$ cat config.mk
export PLATFORM = sky130hd
export DESIGN_NAME = plsu_cell
export DESIGN_NICKNAME = d
export VERILOG_FILES = /design/src/rtl/plsu_pkg.sv /design/src/rtl/plsu_cell.sv
export SDC_FILE = /design/constraint.sdc
export NUM_CORES = 1
export LEC_CHECK = 0
export ABC_AREA = 1
export ABC_CLOCK_PERIOD_IN_PS = 5500
export BUFFER_PORTS_ARGS = -buffer_cell sky130_fd_sc_hd__buf_4
export CAP_MARGIN = 30
export CORE_ASPECT_RATIO = 1.2
export CORE_MARGIN = 2
export CORE_UTILIZATION = 43
export DETAILED_ROUTE_END_ITERATION = 7
export HOLD_SLACK_MARGIN = 0.03
export PLACE_DENSITY = 0.81
export SLEW_MARGIN = 15
export SYNTH_ARGS = -nofsm -noshare
export SYNTH_HDL_FRONTEND = slang
export SYNTH_SLANG_ARGS = --single-unit
$ cat constraint.sdc
create_clock -name aclk -period 5.5 [get_ports aclk]
set_input_delay 0.55 -clock aclk [delete_from_list [all_inputs] [get_ports aclk]]
set_output_delay 0.55 -clock aclk [all_outputs]
set_load 0.02 [all_outputs]
$ cat src/rtl/plsu_pkg.sv
// ----------------------------------------------------------------------------
// Positional list store package
// Field widths, command and status codes, and the control word that is
// broadcast to every cell of the element chain.
// ----------------------------------------------------------------------------
`default_nettype none

package plsu_pkg;

    // Field widths of the request and the result.
    localparam int CMD_W    = 3;
    localparam int POS_W    = 7;
    localparam int DATA_W   = 32;
    localparam int STATUS_W = 3;

    // Packed stream widths; the tdata widths are whole bytes.
    localparam int S_TDATA_W = 40;
    localparam int S_TUSER_W = 3;
    localparam int M_TDATA_W = 48;
    localparam int M_TUSER_W = 3;

    // Request commands.
    typedef enum logic [CMD_W-1:0] {
        CMD_INSERT   = 3'd0,
        CMD_DELETE   = 3'd1,
        CMD_DEL_VAL  = 3'd2,
        CMD_FIND     = 3'd3,
        CMD_READ     = 3'd4
    } cmd_t;

    // Result status codes.
    typedef enum logic [STATUS_W-1:0] {
        STAT_OK        = 3'd0,
        STAT_FULL      = 3'd1,
        STAT_BAD_POS   = 3'd2,
        STAT_EMPTY     = 3'd3,
        STAT_NOT_FOUND = 3'd4
    } status_t;

    // Operation that every cell performs in a cycle.
    typedef enum logic [2:0] {
        CELL_HOLD   = 3'd0,
        CELL_INSERT = 3'd1,
        CELL_DELETE = 3'd2,
        CELL_LOAD   = 3'd3,
        CELL_SHIFT  = 3'd4
    } cell_op_t;

    // Control word broadcast along the chain.
    typedef struct packed {
        cell_op_t            op;
        logic [DATA_W-1:0]   value;
    } cell_ctl_t;

    // Sequencer states.
    typedef enum logic [1:0] {
        ST_IDLE = 2'd0,
        ST_EXEC = 2'd1,
        ST_SCAN = 2'd2,
        ST_DONE = 2'd3
    } state_t;

endpackage

`default_nettype wire

$ cat src/rtl/plsu_cell.sv
// ----------------------------------------------------------------------------
// Positional list store cell
// Holds one list entry and one stage of the scan line. Inserts take the
// lower neighbor's entry, deletes take the upper neighbor's entry, and the
// scan line moves one stage toward the top of the chain per shift.
// ----------------------------------------------------------------------------
`default_nettype none

module plsu_cell #(
    parameter int CELL_IDX = 0,
    parameter int IDX_W    = 6,
    parameter int CNT_W    = 7
) (
    input  wire logic                        aclk,
    input  wire plsu_pkg::cell_ctl_t         ctl,
    input  wire logic [IDX_W-1:0]            pos_idx,
    input  wire logic [CNT_W-1:0]            cnt,
    input  wire logic [plsu_pkg::DATA_W-1:0] prev_elem,
    input  wire logic [plsu_pkg::DATA_W-1:0] next_elem,
    input  wire logic [plsu_pkg::DATA_W-1:0] prev_scan_val,
    input  wire logic                        prev_scan_match,
    output logic      [plsu_pkg::DATA_W-1:0] elem,
    output logic      [plsu_pkg::DATA_W-1:0] scan_val,
    output logic                             scan_match
);

    logic [plsu_pkg::DATA_W-1:0] elem_reg, elem_next;
    logic [plsu_pkg::DATA_W-1:0] scan_val_reg, scan_val_next;
    logic                        scan_match_reg, scan_match_next;
    logic                        above_pos;
    logic                        at_pos;
    logic                        in_list;

    // Where this cell sits relative to the request position and the fill level.
    assign above_pos = IDX_W'(CELL_IDX) > pos_idx;
    assign at_pos    = IDX_W'(CELL_IDX) == pos_idx;
    assign in_list   = CNT_W'(CELL_IDX) < cnt;

    // Entry and scan stage update.
    always_comb begin
        elem_next       = elem_reg;
        scan_val_next   = scan_val_reg;
        scan_match_next = scan_match_reg;
        case (ctl.op)
            plsu_pkg::CELL_INSERT: begin
                if (above_pos) begin
                    elem_next = prev_elem;
                end else if (at_pos) begin
                    elem_next = ctl.value;
                end
            end
            plsu_pkg::CELL_DELETE: begin
                if (above_pos || at_pos) begin
                    elem_next = next_elem;
                end
            end
            plsu_pkg::CELL_LOAD: begin
                scan_val_next   = elem_reg;
                scan_match_next = in_list && (elem_reg == ctl.value);
            end
            plsu_pkg::CELL_SHIFT: begin
                scan_val_next   = prev_scan_val;
                scan_match_next = prev_scan_match;
            end
            default: begin
            end
        endcase
    end

    always_ff @(posedge aclk) begin
        elem_reg       <= elem_next;
        scan_val_reg   <= scan_val_next;
        scan_match_reg <= scan_match_next;
    end

    assign elem       = elem_reg;
    assign scan_val   = scan_val_reg;
    assign scan_match = scan_match_reg;

endmodule

`default_nettype wire

==> run_results.csv <==
group,metric,value,unit
cells_and_area,antenna_cells,0,
timing,whs,0.478,ns
timing,setup_viol,0,
grt,grtUsageTotal,22.0,%
die,die_h,101,um
yosys,synth_xor_area_share,5.23,%
die,row_count,35,
timing,finalHoldViolCount,0,
worst_hold_path,hold_path_class,"input pin to flop",
worst_setup_path,path_cells,"buf_4 > nor2_2 > nand2_2 > inv_2 > o21ai_0",
timing,setup_tns,0,ns
cells_and_area,regArea,1950,um2
cells_and_area,nFillCells,639,
grt,grt_antenna_before_repair,0,
yosys,synth-simple-area-share,19.5,%
worst_setup_path,crit_fanout,45,
die,die-area,8510,um2
yosys,ys_seq_elements,65,
route,wirelength,9540,um
yosys,synth_top_family_by_area,"simple AND/OR/NAND/NOR gates",
cts,postCtsResizedCells,0,
timing,timing.final.crit_share,37.6,%
cts,clock_latency,0.33,ns
timing,fin_crit,2.07,ns
worst_setup_path,r2r_slack,4.22,ns
cts,clkSinkCount,65,
placement,place_hpwl,7210,um
grt,grt_pass1_wl,14400,um
worst_setup_path,crit_family,"buffers and inverters",
cells_and_area,drive_gt1_share,42.6,%
yosys,muxShareOfSynthArea,8.40,%
worst_setup_path,crit_path_max_incr_delay,0.66,ns
timing,worst_pin_slew,0.713,ns
yosys,yosysUniqueCellTypes,22,
timing,report.final.slew_viol_count,0,
yosys,synthFlopType,"edfxtp_1",
route,drtIter0Drc,129,
yosys,synth_edf_count,65,
cells_and_area,post-route-util,65.2,%
cells_and_area,nets,659,
pwr,ir_drop,0.131,mV
yosys,yosysSeqAreaShare,58.3,%
die,die_x,84.6,um
cts,cts_buffer_depth,2,
yosys,synth_nets,477,
worst_setup_path,crit_path_start_kind,"input pin",
cts,ctsHtreeMaxLevel,3,
die,initial_utilization,44.0,%
route,first_pass_iters,4,
grt,grt_overflow,0,
cells_and_area,syn_to_final_growth,48.3,%
cts,clk_pin_slew_worst_paths,0.08,ns
run,drv_cap,0,
worst_setup_path,crit_path_end_kind,"flop",
worst_setup_path,cp.arrival,2.11,ns
placement,finalWeightedCongestion,0.831,
yosys,syn_area_per_cell,10.1,um2
route,postRouteAntennaNets,0,
cts,cts_made_buffers,9,
yosys,synth_cells,331,
cts,cts_root_buf,"clkbuf_8",
worst_setup_path,path_buf_inv,2,
route,routedWlPerCell,15.7,um
yosys,async_reset_ff_share,0,%
yosys,synth_area_leaders,"edfxtp_1, nand2_1, mux2_4, xnor2_1, nor2_1",
yosys,yosys.area.top_type_share,58.3,%
route,vias,2934,
die,io_pins,211,
timing,rsz0062_at_grt,"false",
worst_setup_path,cp.required,5.54,ns
route,drc,0,
placement,port_buffers,178,
yosys,synthAdderAreaFrac,0,%
worst_setup_path,cp_slowest_cell,"inv_2",
yosys,synth_compound_area_share,3.59,%
route,drt-vias-per-instance,4.82,
status,status,"finished, final reports clean",
yosys,yosysWarnings,0,
cts,cts_tree,"yes",
yosys,netlist_area,3350,um2
pwr,total_leakage_power,2.35,nW
pwr,p_per_area,234,nW/um2
die,core,7620,um2
grt,grt_pass1_vias,3038,
timing,fin_skew,0.0113,ns
yosys,yosysTopAreaCell,"edfxtp_1",
cts,ctsHoldBuffers,0,
cts,cts_setup_buffers,0,
timing,max_freq,0.484,GHz
worst_setup_path,path_class,"input pin to flop",
grt,grt_start_max_net_pins,46,
timing,relSlewSlack,52.5,%
cells_and_area,multiInputGateArea,1230,um2
-- cell usage after synthesis (3+ instances only) --
master    instances
nand2_1         126
edfxtp_1         65
nor2_1           27
inv_1            26
xnor2_1          16
mux2_4           15
a21oi_1          12
o21ai_0          12
nand3_1           6
buf_2             5
mux2_2            5
xor2_1            4
buf_6             3
-- through the flow --
stage | power [mW] | instance area, um2 | cells | setup WS (ns)
2_1_floorplan | 0.647 | 3350 | 331 | 1.17
3_3_place_gp | 0.737 | 4760 | 594 | 3.18
3_5_place_dp | 0.742 | 4760 | 594 | 3.09
4_1_cts | 1.17 | 4970 | 609 | 3.45
5_1_grt | 1.21 | 4970 | 609 | 3.28
6_report | 1.16 | 4970 | 609 | 3.43
-- logic make-up after synthesis --
| kind of cell | Yosys count |
|---|---|
| AND/OR/NAND/NOR | 165 |
| AO/OA/AOI/OAI | 24 |
| flip-flops | 65 |
| multiplexers | 20 |
| buffers and inverters | 37 |
| XOR/XNOR | 20 |
-- cell usage in the layout (no fill, tap or decap) --
cell	count
mux2_4	15
clkbuf_8	9
inv_1	26
nor2_1	27
bufinv_16	2
inv_2	1
clkinv_2	2
nor2_2	1
nor3_1	1
a21oi_1	12
o21ai_0	12
edfxtp_1	65
buf_4	181
xor2_1	4
xnor2_1	16
inv_6	1
mux2_2	5
nand3_4	1
nand2_2	1
nand2_1	126
clkinv_1	1
nand4_1	1
nor4_2	1
nand3_1	6
-- final timing paths --
| check | from | end | cells after the start |
|---|---|---|---|
| worst max-delay path | ctl[33] | scan_val[18] | 5 |
| worst min register to register | elem[15] | scan_val[15] | 2 |
| worst max register to register | elem[4] | scan_match | 9 |
| worst min-delay path | prev_scan_val[24] | scan_val[24] | 3 |
-- layer usage --
layer  wire [um]  track usage [%]  up-vias
met5           0                0        -
met4         389             11.2        0
met3         581             4.83       26
met2        5040             38.7      126
met1        3530             25.1     1335
li1            -                -     1447
-- worst reg2reg max path, stage by stage, from the launching register on --
cell and delay, ns:
edfxtp_1 0.42, inv_1 0.13, nand2_1 0.07, nand2_1 0.05, nand2_1 0.06, nor2_1 0.09
nand2_1 0.08, nor2_1 0.09, nand3_1 0.09, nand2_1 0.06
-- power breakdown --
part           switching, mW  leakage, nW  internal, mW
combinational         0.0737         1.65        0.0937
sequential           0.00360        0.599         0.560
clock                  0.181        0.107         0.251
-- layout make-up --
class / count / share of cell area, %
clock buffers: 9 / 2.49
clock inverters: 6 / 1.66
inverters: 27 / 2.04
multi-input cells: 229 / 24.9
flip-flops and latches: 65 / 39.3
well taps: 92 / 2.32
repair buffers: 181 / 27.3
Note: power is estimated with default switching activity, not from simulation.
