<file path="src/rtl/plsu_pkg.sv">
// ----------------------------------------------------------------------------
// Positional list store package
// Field widths, command and status codes, and the control word that is
// broadcast to every cell of the element chain.
// ----------------------------------------------------------------------------
`default_nettype none

package plsu_pkg;

    // Field widths of the request and the result.
    localparam int CMD_W    = 3;
    localparam int POS_W    = 7;
    localparam int DATA_W   = 32;
    localparam int STATUS_W = 3;

    // Packed stream widths; the tdata widths are whole bytes.
    localparam int S_TDATA_W = 40;
    localparam int S_TUSER_W = 3;
    localparam int M_TDATA_W = 48;
    localparam int M_TUSER_W = 3;

    // Request commands.
    typedef enum logic [CMD_W-1:0] {
        CMD_INSERT   = 3'd0,
        CMD_DELETE   = 3'd1,
        CMD_DEL_VAL  = 3'd2,
        CMD_FIND     = 3'd3,
        CMD_READ     = 3'd4
    } cmd_t;

    // Result status codes.
    typedef enum logic [STATUS_W-1:0] {
        STAT_OK        = 3'd0,
        STAT_FULL      = 3'd1,
        STAT_BAD_POS   = 3'd2,
        STAT_EMPTY     = 3'd3,
        STAT_NOT_FOUND = 3'd4
    } status_t;

    // Operation that every cell performs in a cycle.
    typedef enum logic [2:0] {
        CELL_HOLD   = 3'd0,
        CELL_INSERT = 3'd1,
        CELL_DELETE = 3'd2,
        CELL_LOAD   = 3'd3,
        CELL_SHIFT  = 3'd4
    } cell_op_t;

    // Control word broadcast along the chain.
    typedef struct packed {
        cell_op_t            op;
        logic [DATA_W-1:0]   value;
    } cell_ctl_t;

    // Sequencer states.
    typedef enum logic [1:0] {
        ST_IDLE = 2'd0,
        ST_EXEC = 2'd1,
        ST_SCAN = 2'd2,
        ST_DONE = 2'd3
    } state_t;

endpackage

`default_nettype wire

</file>
<file path="src/rtl/plsu_ctrl.sv">
// ----------------------------------------------------------------------------
// Positional list store sequencer
// Takes requests, checks them against the fill count, drives the cell chain
// through load, scan and update, and holds the result in an output register.
// ----------------------------------------------------------------------------
`default_nettype none

module plsu_ctrl #(
    parameter int CAPACITY = 64,
    parameter int IDX_W    = 6,
    parameter int CNT_W    = 7
) (
    input  wire logic                           aclk,
    input  wire logic                           aresetn,
    input  wire logic                           s_tvalid,
    output logic                                s_tready,
    input  wire logic [plsu_pkg::S_TDATA_W-1:0] s_tdata,
    input  wire logic [plsu_pkg::S_TUSER_W-1:0] s_tuser,
    output logic                                m_tvalid,
    input  wire logic                           m_tready,
    output logic      [plsu_pkg::M_TDATA_W-1:0] m_tdata,
    output logic      [plsu_pkg::M_TUSER_W-1:0] m_tuser,
    input  wire logic [plsu_pkg::DATA_W-1:0]    scan_top_val,
    input  wire logic                           scan_top_match,
    output plsu_pkg::cell_ctl_t                 cell_ctl,
    output logic      [IDX_W-1:0]               pos_idx,
    output logic      [CNT_W-1:0]               cnt
);

    // Wide enough for the position field, the count and count plus one.
    localparam int CMP_W = ((CNT_W > plsu_pkg::POS_W) ? CNT_W : plsu_pkg::POS_W) + 1;

    plsu_pkg::state_t  state_reg, state_next;

    plsu_pkg::cmd_t                 cmd_reg, cmd_next;
    logic [plsu_pkg::POS_W-1:0]     pos_reg, pos_next;
    logic [plsu_pkg::DATA_W-1:0]    val_reg, val_next;
    logic [CNT_W-1:0]               count_reg, count_next;
    logic [IDX_W-1:0]               k_reg, k_next;
    logic [IDX_W-1:0]               scan_idx_reg, scan_idx_next;
    logic [plsu_pkg::DATA_W-1:0]    read_reg, read_next;
    plsu_pkg::status_t              status_reg, status_next;
    plsu_pkg::cell_op_t             apply_reg, apply_next;

    logic                           m_valid_reg, m_valid_next;
    plsu_pkg::status_t              o_status_reg, o_status_next;
    logic [plsu_pkg::POS_W-1:0]     o_found_reg, o_found_next;
    logic [plsu_pkg::DATA_W-1:0]    o_read_reg, o_read_next;
    logic [plsu_pkg::POS_W-1:0]     o_count_reg, o_count_next;
    logic                           o_empty_reg, o_empty_next;
    logic                           o_full_reg, o_full_next;

    logic [CMP_W-1:0]               pos_w;
    logic [CMP_W-1:0]               cnt_w;
    logic [CMP_W-1:0]               found_w;
    logic [CMP_W-1:0]               cnt_after_w;
    logic [CNT_W-1:0]               count_after;
    logic                           list_empty;
    logic                           list_full;
    logic                           pos_in_list;
    logic                           pos_for_insert;
    logic                           needs_scan;
    logic                           scan_end;
    logic                           out_free;
    logic                           accept;

    // Checks on the held request.
    assign pos_w          = CMP_W'(pos_reg);
    assign cnt_w          = CMP_W'(count_reg);
    assign list_empty     = count_reg == '0;
    assign list_full      = count_reg == CNT_W'(CAPACITY);
    assign pos_in_list    = (pos_w != '0) && (pos_w <= cnt_w);
    assign pos_for_insert = (pos_w != '0) && (pos_w <= cnt_w + CMP_W'(1));

    assign needs_scan = !list_empty &&
                        ((cmd_reg == plsu_pkg::CMD_READ && pos_in_list) ||
                         cmd_reg == plsu_pkg::CMD_DEL_VAL ||
                         cmd_reg == plsu_pkg::CMD_FIND);

    // A read stops at its position; a search stops at the first hit from the top.
    assign scan_end = (cmd_reg == plsu_pkg::CMD_READ) ? (scan_idx_reg == k_reg)
                                                      : (scan_top_match || scan_idx_reg == '0);

    assign out_free = !m_valid_reg || m_tready;
    assign s_tready = state_reg == plsu_pkg::ST_IDLE;
    assign accept   = s_tvalid && s_tready;

    // Count after the pending update is applied.
    always_comb begin
        case (apply_reg)
            plsu_pkg::CELL_INSERT: count_after = count_reg + CNT_W'(1);
            plsu_pkg::CELL_DELETE: count_after = count_reg - CNT_W'(1);
            default:               count_after = count_reg;
        endcase
    end

    assign cnt_after_w = CMP_W'(count_after);
    assign found_w     = CMP_W'(k_reg) + CMP_W'(1);

    // Next state.
    always_comb begin
        state_next = state_reg;
        unique case (state_reg)
            plsu_pkg::ST_IDLE: begin
                if (accept) begin
                    state_next = plsu_pkg::ST_EXEC;
                end
            end
            plsu_pkg::ST_EXEC: begin
                state_next = needs_scan ? plsu_pkg::ST_SCAN : plsu_pkg::ST_DONE;
            end
            plsu_pkg::ST_SCAN: begin
                if (scan_end) begin
                    state_next = plsu_pkg::ST_DONE;
                end
            end
            plsu_pkg::ST_DONE: begin
                if (out_free) begin
                    state_next = plsu_pkg::ST_IDLE;
                end
            end
            default: state_next = plsu_pkg::ST_IDLE;
        endcase
    end

    // Datapath and chain control.
    always_comb begin
        cmd_next      = cmd_reg;
        pos_next      = pos_reg;
        val_next      = val_reg;
        count_next    = count_reg;
        k_next        = k_reg;
        scan_idx_next = scan_idx_reg;
        read_next     = read_reg;
        status_next   = status_reg;
        apply_next    = apply_reg;

        m_valid_next  = m_valid_reg && !m_tready;
        o_status_next = o_status_reg;
        o_found_next  = o_found_reg;
        o_read_next   = o_read_reg;
        o_count_next  = o_count_reg;
        o_empty_next  = o_empty_reg;
        o_full_next   = o_full_reg;

        cell_ctl.op    = plsu_pkg::CELL_HOLD;
        cell_ctl.value = val_reg;

        unique case (state_reg)
            plsu_pkg::ST_IDLE: begin
                if (accept) begin
                    cmd_next = plsu_pkg::cmd_t'(s_tuser[plsu_pkg::CMD_W-1:0]);
                    pos_next = s_tdata[plsu_pkg::POS_W-1:0];
                    val_next = s_tdata[plsu_pkg::POS_W +: plsu_pkg::DATA_W];
                end
            end
            plsu_pkg::ST_EXEC: begin
                k_next        = IDX_W'(pos_w - CMP_W'(1));
                scan_idx_next = IDX_W'(CAPACITY - 1);
                read_next     = '0;
                apply_next    = plsu_pkg::CELL_HOLD;
                status_next   = plsu_pkg::STAT_OK;
                case (cmd_reg) inside
                    plsu_pkg::CMD_INSERT: begin
                        if (list_full) begin
                            status_next = plsu_pkg::STAT_FULL;
                        end else if (!pos_for_insert) begin
                            status_next = plsu_pkg::STAT_BAD_POS;
                        end else begin
                            apply_next = plsu_pkg::CELL_INSERT;
                        end
                    end
                    plsu_pkg::CMD_DELETE: begin
                        if (list_empty) begin
                            status_next = plsu_pkg::STAT_EMPTY;
                        end else if (!pos_in_list) begin
                            status_next = plsu_pkg::STAT_BAD_POS;
                        end else begin
                            apply_next = plsu_pkg::CELL_DELETE;
                        end
                    end
                    plsu_pkg::CMD_DEL_VAL, plsu_pkg::CMD_FIND: begin
                        if (list_empty) begin
                            status_next = plsu_pkg::STAT_NOT_FOUND;
                        end
                    end
                    plsu_pkg::CMD_READ: begin
                        if (list_empty) begin
                            status_next = plsu_pkg::STAT_EMPTY;
                        end else if (!pos_in_list) begin
                            status_next = plsu_pkg::STAT_BAD_POS;
                        end
                    end
                    default: begin
                        status_next = plsu_pkg::STAT_BAD_POS;
                    end
                endcase
                if (needs_scan) begin
                    cell_ctl.op = plsu_pkg::CELL_LOAD;
                end
            end
            plsu_pkg::ST_SCAN: begin
                if (!scan_end) begin
                    cell_ctl.op   = plsu_pkg::CELL_SHIFT;
                    scan_idx_next = scan_idx_reg - IDX_W'(1);
                end else if (cmd_reg == plsu_pkg::CMD_READ) begin
                    read_next = scan_top_val;
                end else if (scan_top_match) begin
                    k_next = scan_idx_reg;
                    if (cmd_reg == plsu_pkg::CMD_DEL_VAL) begin
                        apply_next = plsu_pkg::CELL_DELETE;
                    end
                end else begin
                    status_next = plsu_pkg::STAT_NOT_FOUND;
                end
            end
            plsu_pkg::ST_DONE: begin
                if (out_free) begin
                    cell_ctl.op   = apply_reg;
                    count_next    = count_after;
                    m_valid_next  = 1'b1;
                    o_status_next = status_reg;
                    o_found_next  = ((cmd_reg == plsu_pkg::CMD_DEL_VAL ||
                                      cmd_reg == plsu_pkg::CMD_FIND) &&
                                     status_reg == plsu_pkg::STAT_OK)
                                    ? found_w[plsu_pkg::POS_W-1:0] : '0;
                    o_read_next   = (cmd_reg == plsu_pkg::CMD_READ &&
                                     status_reg == plsu_pkg::STAT_OK) ? read_reg : '0;
                    o_count_next  = cnt_after_w[plsu_pkg::POS_W-1:0];
                    o_empty_next  = count_after == '0;
                    o_full_next   = count_after == CNT_W'(CAPACITY);
                end
            end
            default: begin
            end
        endcase
    end

    // Control state.
    always_ff @(posedge aclk) begin
        if (!aresetn) begin
            state_reg   <= plsu_pkg::ST_IDLE;
            count_reg   <= '0;
            m_valid_reg <= 1'b0;
        end else begin
            state_reg   <= state_next;
            count_reg   <= count_next;
            m_valid_reg <= m_valid_next;
        end
    end

    // Request and result payload.
    always_ff @(posedge aclk) begin
        cmd_reg      <= cmd_next;
        pos_reg      <= pos_next;
        val_reg      <= val_next;
        k_reg        <= k_next;
        scan_idx_reg <= scan_idx_next;
        read_reg     <= read_next;
        status_reg   <= status_next;
        apply_reg    <= apply_next;
        o_status_reg <= o_status_next;
        o_found_reg  <= o_found_next;
        o_read_reg   <= o_read_next;
        o_count_reg  <= o_count_next;
        o_empty_reg  <= o_empty_next;
        o_full_reg   <= o_full_next;
    end

    assign m_tvalid = m_valid_reg;
    assign m_tuser  = o_status_reg;
    assign m_tdata  = {o_full_reg, o_empty_reg, o_count_reg, o_read_reg, o_found_reg};
    assign pos_idx  = k_reg;
    assign cnt      = count_reg;

endmodule

`default_nettype wire
</file>
<file path="config.mk">
export PLATFORM = sky130hd
export DESIGN_NAME = plsu_ctrl
export DESIGN_NICKNAME = d
export VERILOG_FILES = /design/src/rtl/plsu_pkg.sv /design/src/rtl/plsu_ctrl.sv
export SDC_FILE = /design/constraint.sdc
export NUM_CORES = 1
export LEC_CHECK = 0
export ABC_AREA = 1
export BUFFER_PORTS_ARGS = -buffer_cell sky130_fd_sc_hd__buf_4
export CAP_MARGIN = 20
export CORE_ASPECT_RATIO = 1.4
export CORE_MARGIN = 3
export CORE_UTILIZATION = 54
export CTS_CLUSTER_SIZE = 24
export DETAILED_ROUTE_END_ITERATION = 7
export HOLD_SLACK_MARGIN = 0.03
export PLACE_DENSITY = 0.81
export RECOVER_POWER = 100
export SYNTH_ARGS = -nofsm -noshare
export SYNTH_HDL_FRONTEND = slang
export SYNTH_SLANG_ARGS = --single-unit
</file>
<file path="constraint.sdc">
create_clock -name aclk -period 4.41 [get_ports aclk]
set_input_delay 0.441 -clock aclk [delete_from_list [all_inputs] [get_ports aclk]]
set_output_delay 0.441 -clock aclk [all_outputs]
set_load 0.05 [all_outputs]
</file>
==> qor.csv <==
metric,value,unit
yosysTopAreaCell,edfxtp_1,
die_x,101,um
path_class,reg -> out,
coreArea,12400,um^2
n_fill_cell,975,
tightest_slew,2.16,ns
drive_above_1_share,15.0,%
wl_per_cell,15.2,um
cts.sinks,152,
hold_buffers,0,
vias_per_cell,5.17,
cts_max_path_buffers,2,
die-area,14200,um^2
crit_slowest_cell,clkbuf_1,
cts_resized,0,
skew,0.00889,ns
netlist_instances,641,
cts_setup_buffers,0,
r2r_setup_slack,0.92,ns
synth-edff-count,142,
vias,5140,
root_buffer,clkbuf_16,
antenna_found_initial,0,
status,"finished, violations left",
grt_pass1_wl,24200,um
grt_max_degree,43,
stdcell_area,8590,um^2
final_nets,944,
crit_buf_inv,4,
numCtsBuffers,17,
setup_tns,0,ns
synth-seq-cells,152,
drv_cap,3,
crit_chain,"inv_1, ha_1, inv_1, nor2_1, nand3_1, nand2_1, inv_1, nor2_1, clkbuf_1",
setup.worst_path.end,cell_ctl[34],
slew_viol_final,102,
period_share,79.2,%
drt_pass1_iterations,7,
first_global_vias,5308,
endpoint_kind,output pin,
p_per_area,663,nW/um^2
crit_top_cell,inv_1,
p_leak,3.78,nW
routed_wl,15200,um
cpLargestDelayFamily,buffers and inverters,
fin_crit,3.49,ns
dpl_cell_area,8410,um^2
htreeDepth,4,
hp-class,in -> reg,
place_congestion,0.897,
insertedDiodeCount,0,
max_stage_delay,0.53,ns
required,3.97,ns
start_util,55.4,%
drc_errors,0,
vdd_drop_max,0.353,mV
failed_checks,"capacitance limit, slew limit",
rr_endpoint,read_reg[15]$_SDFFCE_PN0P_,
yosysSeqAreaShare,64.8,%
syn-cell-area,6890,um^2
finalHoldViolations,0,
setup_viol,0,
drt_iter0_drc,218,
area_delta_synth_final,24.7,%
dp_hpwl,11200,um
overflow,0,
path_clk_slew,0.07,ns
io_pins,181,
critPathLaunch,state_reg[0]$_SDFFE_PN0P_,
crit_arrival,3.05,ns
grt_use_total,21.8,%
ff2ff_path_depth,8,
ant_nets,0,
critical_path.startpoint_type,register,
postSynthAreaPerCell,10.8,um^2
ys.flop_type,edfxtp_1,
synthArstFlopShare,0,%
rows,48,
maxSlewHeadroom,-44.0,%
final_common_cell,edfxtp_1,
cp_max_fo,15,
yosys_warnings,0,
rsz0062_at_grt,no,
layout_common_cells,"142 x edfxtp_1, 135 x inv_1, 106 x nand2_1, 103 x clkbuf_1, 71 x nor2_1",
cp.depth,9,
netlist.area_leader.share,61.9,%
io_buffers,179,
yosysUniqueCellTypes,35,
synth.area.top_cells,"edfxtp_1 62%, inv_1 7.2%, nand2_1 5.7%",
syn_nets,753,
insertion_delay,0.42,ns
max_freq,286,MHz
r2r-start,state_reg[0]$_SDFFE_PN0P_,
die_y,140,um
tritoncts,built,
## layer usage
metal	track usage (%)	wire (um)	vias up
met3	6.02	1110	39
met1	23.4	5570	2384
met4	8.75	384	0
li1	-	-	2473
met5	0	0	-
met2	39.5	8100	244
## power by group
group          leakage [nW]  switching (mW)  internal, mW
registers              1.40           0.187          2.08
clock network         0.296           0.620         0.857
logic                  2.08            1.51         0.449
## final cells by class
class	instances	area (um^2)	area share, %
multi-input combinational	336	1810	21.1
tap	150	188	2.18
clock buffer	17	425	4.95
clock inverter	15	181	2.11
inverter	141	529	6.16
sequential	152	4460	51.9
timing repair buffer	184	992	11.5
## cells by family after synthesis
logic type                 synth area share, %
AOI/OAI and AO/OA                         5.08
and+or+nand+nor                           14.4
adders and majority gates                 5.92
xor gates and xnor gates                  1.27
buffers and inverters                     8.53
DFF                                       64.8
## worst min-delay path by stage
stage / cells past startpoint / slack, ns / start / to
after floorplan: 0 / 0.43 / status_reg[0]$_SDFFCE_PP0P_ / m_tuser[0]$_DFFE_PP_
after global placement: 0 / 0.43 / status_reg[1]$_SDFFCE_PP0P_ / m_tuser[1]$_DFFE_PP_
after detailed placement: 0 / 0.45 / status_reg[2]$_SDFFCE_PP1P_ / m_tuser[2]$_DFFE_PP_
after CTS: 1 / 0.18 / s_tdata[22] / val_reg[15]$_DFFE_PP_
after global routing: 1 / 0.20 / s_tdata[15] / val_reg[8]$_DFFE_PP_
final: 1 / 0.22 / s_tdata[9] / val_reg[2]$_DFFE_PP_
## synthesized netlist by cell type (3+ instances only)
master	instances
nand2_1	105
nand3_2	3
nand3_1	21
o21ai_0	21
buf_1	4
inv_1	133
o21ai_1	5
ha_1	31
nor2_1	70
edfxtp_1	142
nand4_1	10
nor2_2	4
dfxtp_1	10
buf_2	5
nor3_1	6
xnor2_1	3
a21oi_1	30
inv_2	8
xor2_1	7
## metrics by stage
stage                     hold WS [ns]  std cells  utilization, %  power, mW  setup slack [ns]
after global placement           0.431        963            67.6       4.32              2.01
after CTS                        0.181        995            72.5       5.91              1.38
after floorplan                  0.426        641               -       3.77             0.987
after detailed placement         0.446        963            67.6       4.41              1.92
after global routing             0.198        995            69.1       6.02             0.588
final                            0.219        995            69.1       5.70             0.918
(Power assumes the default switching activity.)
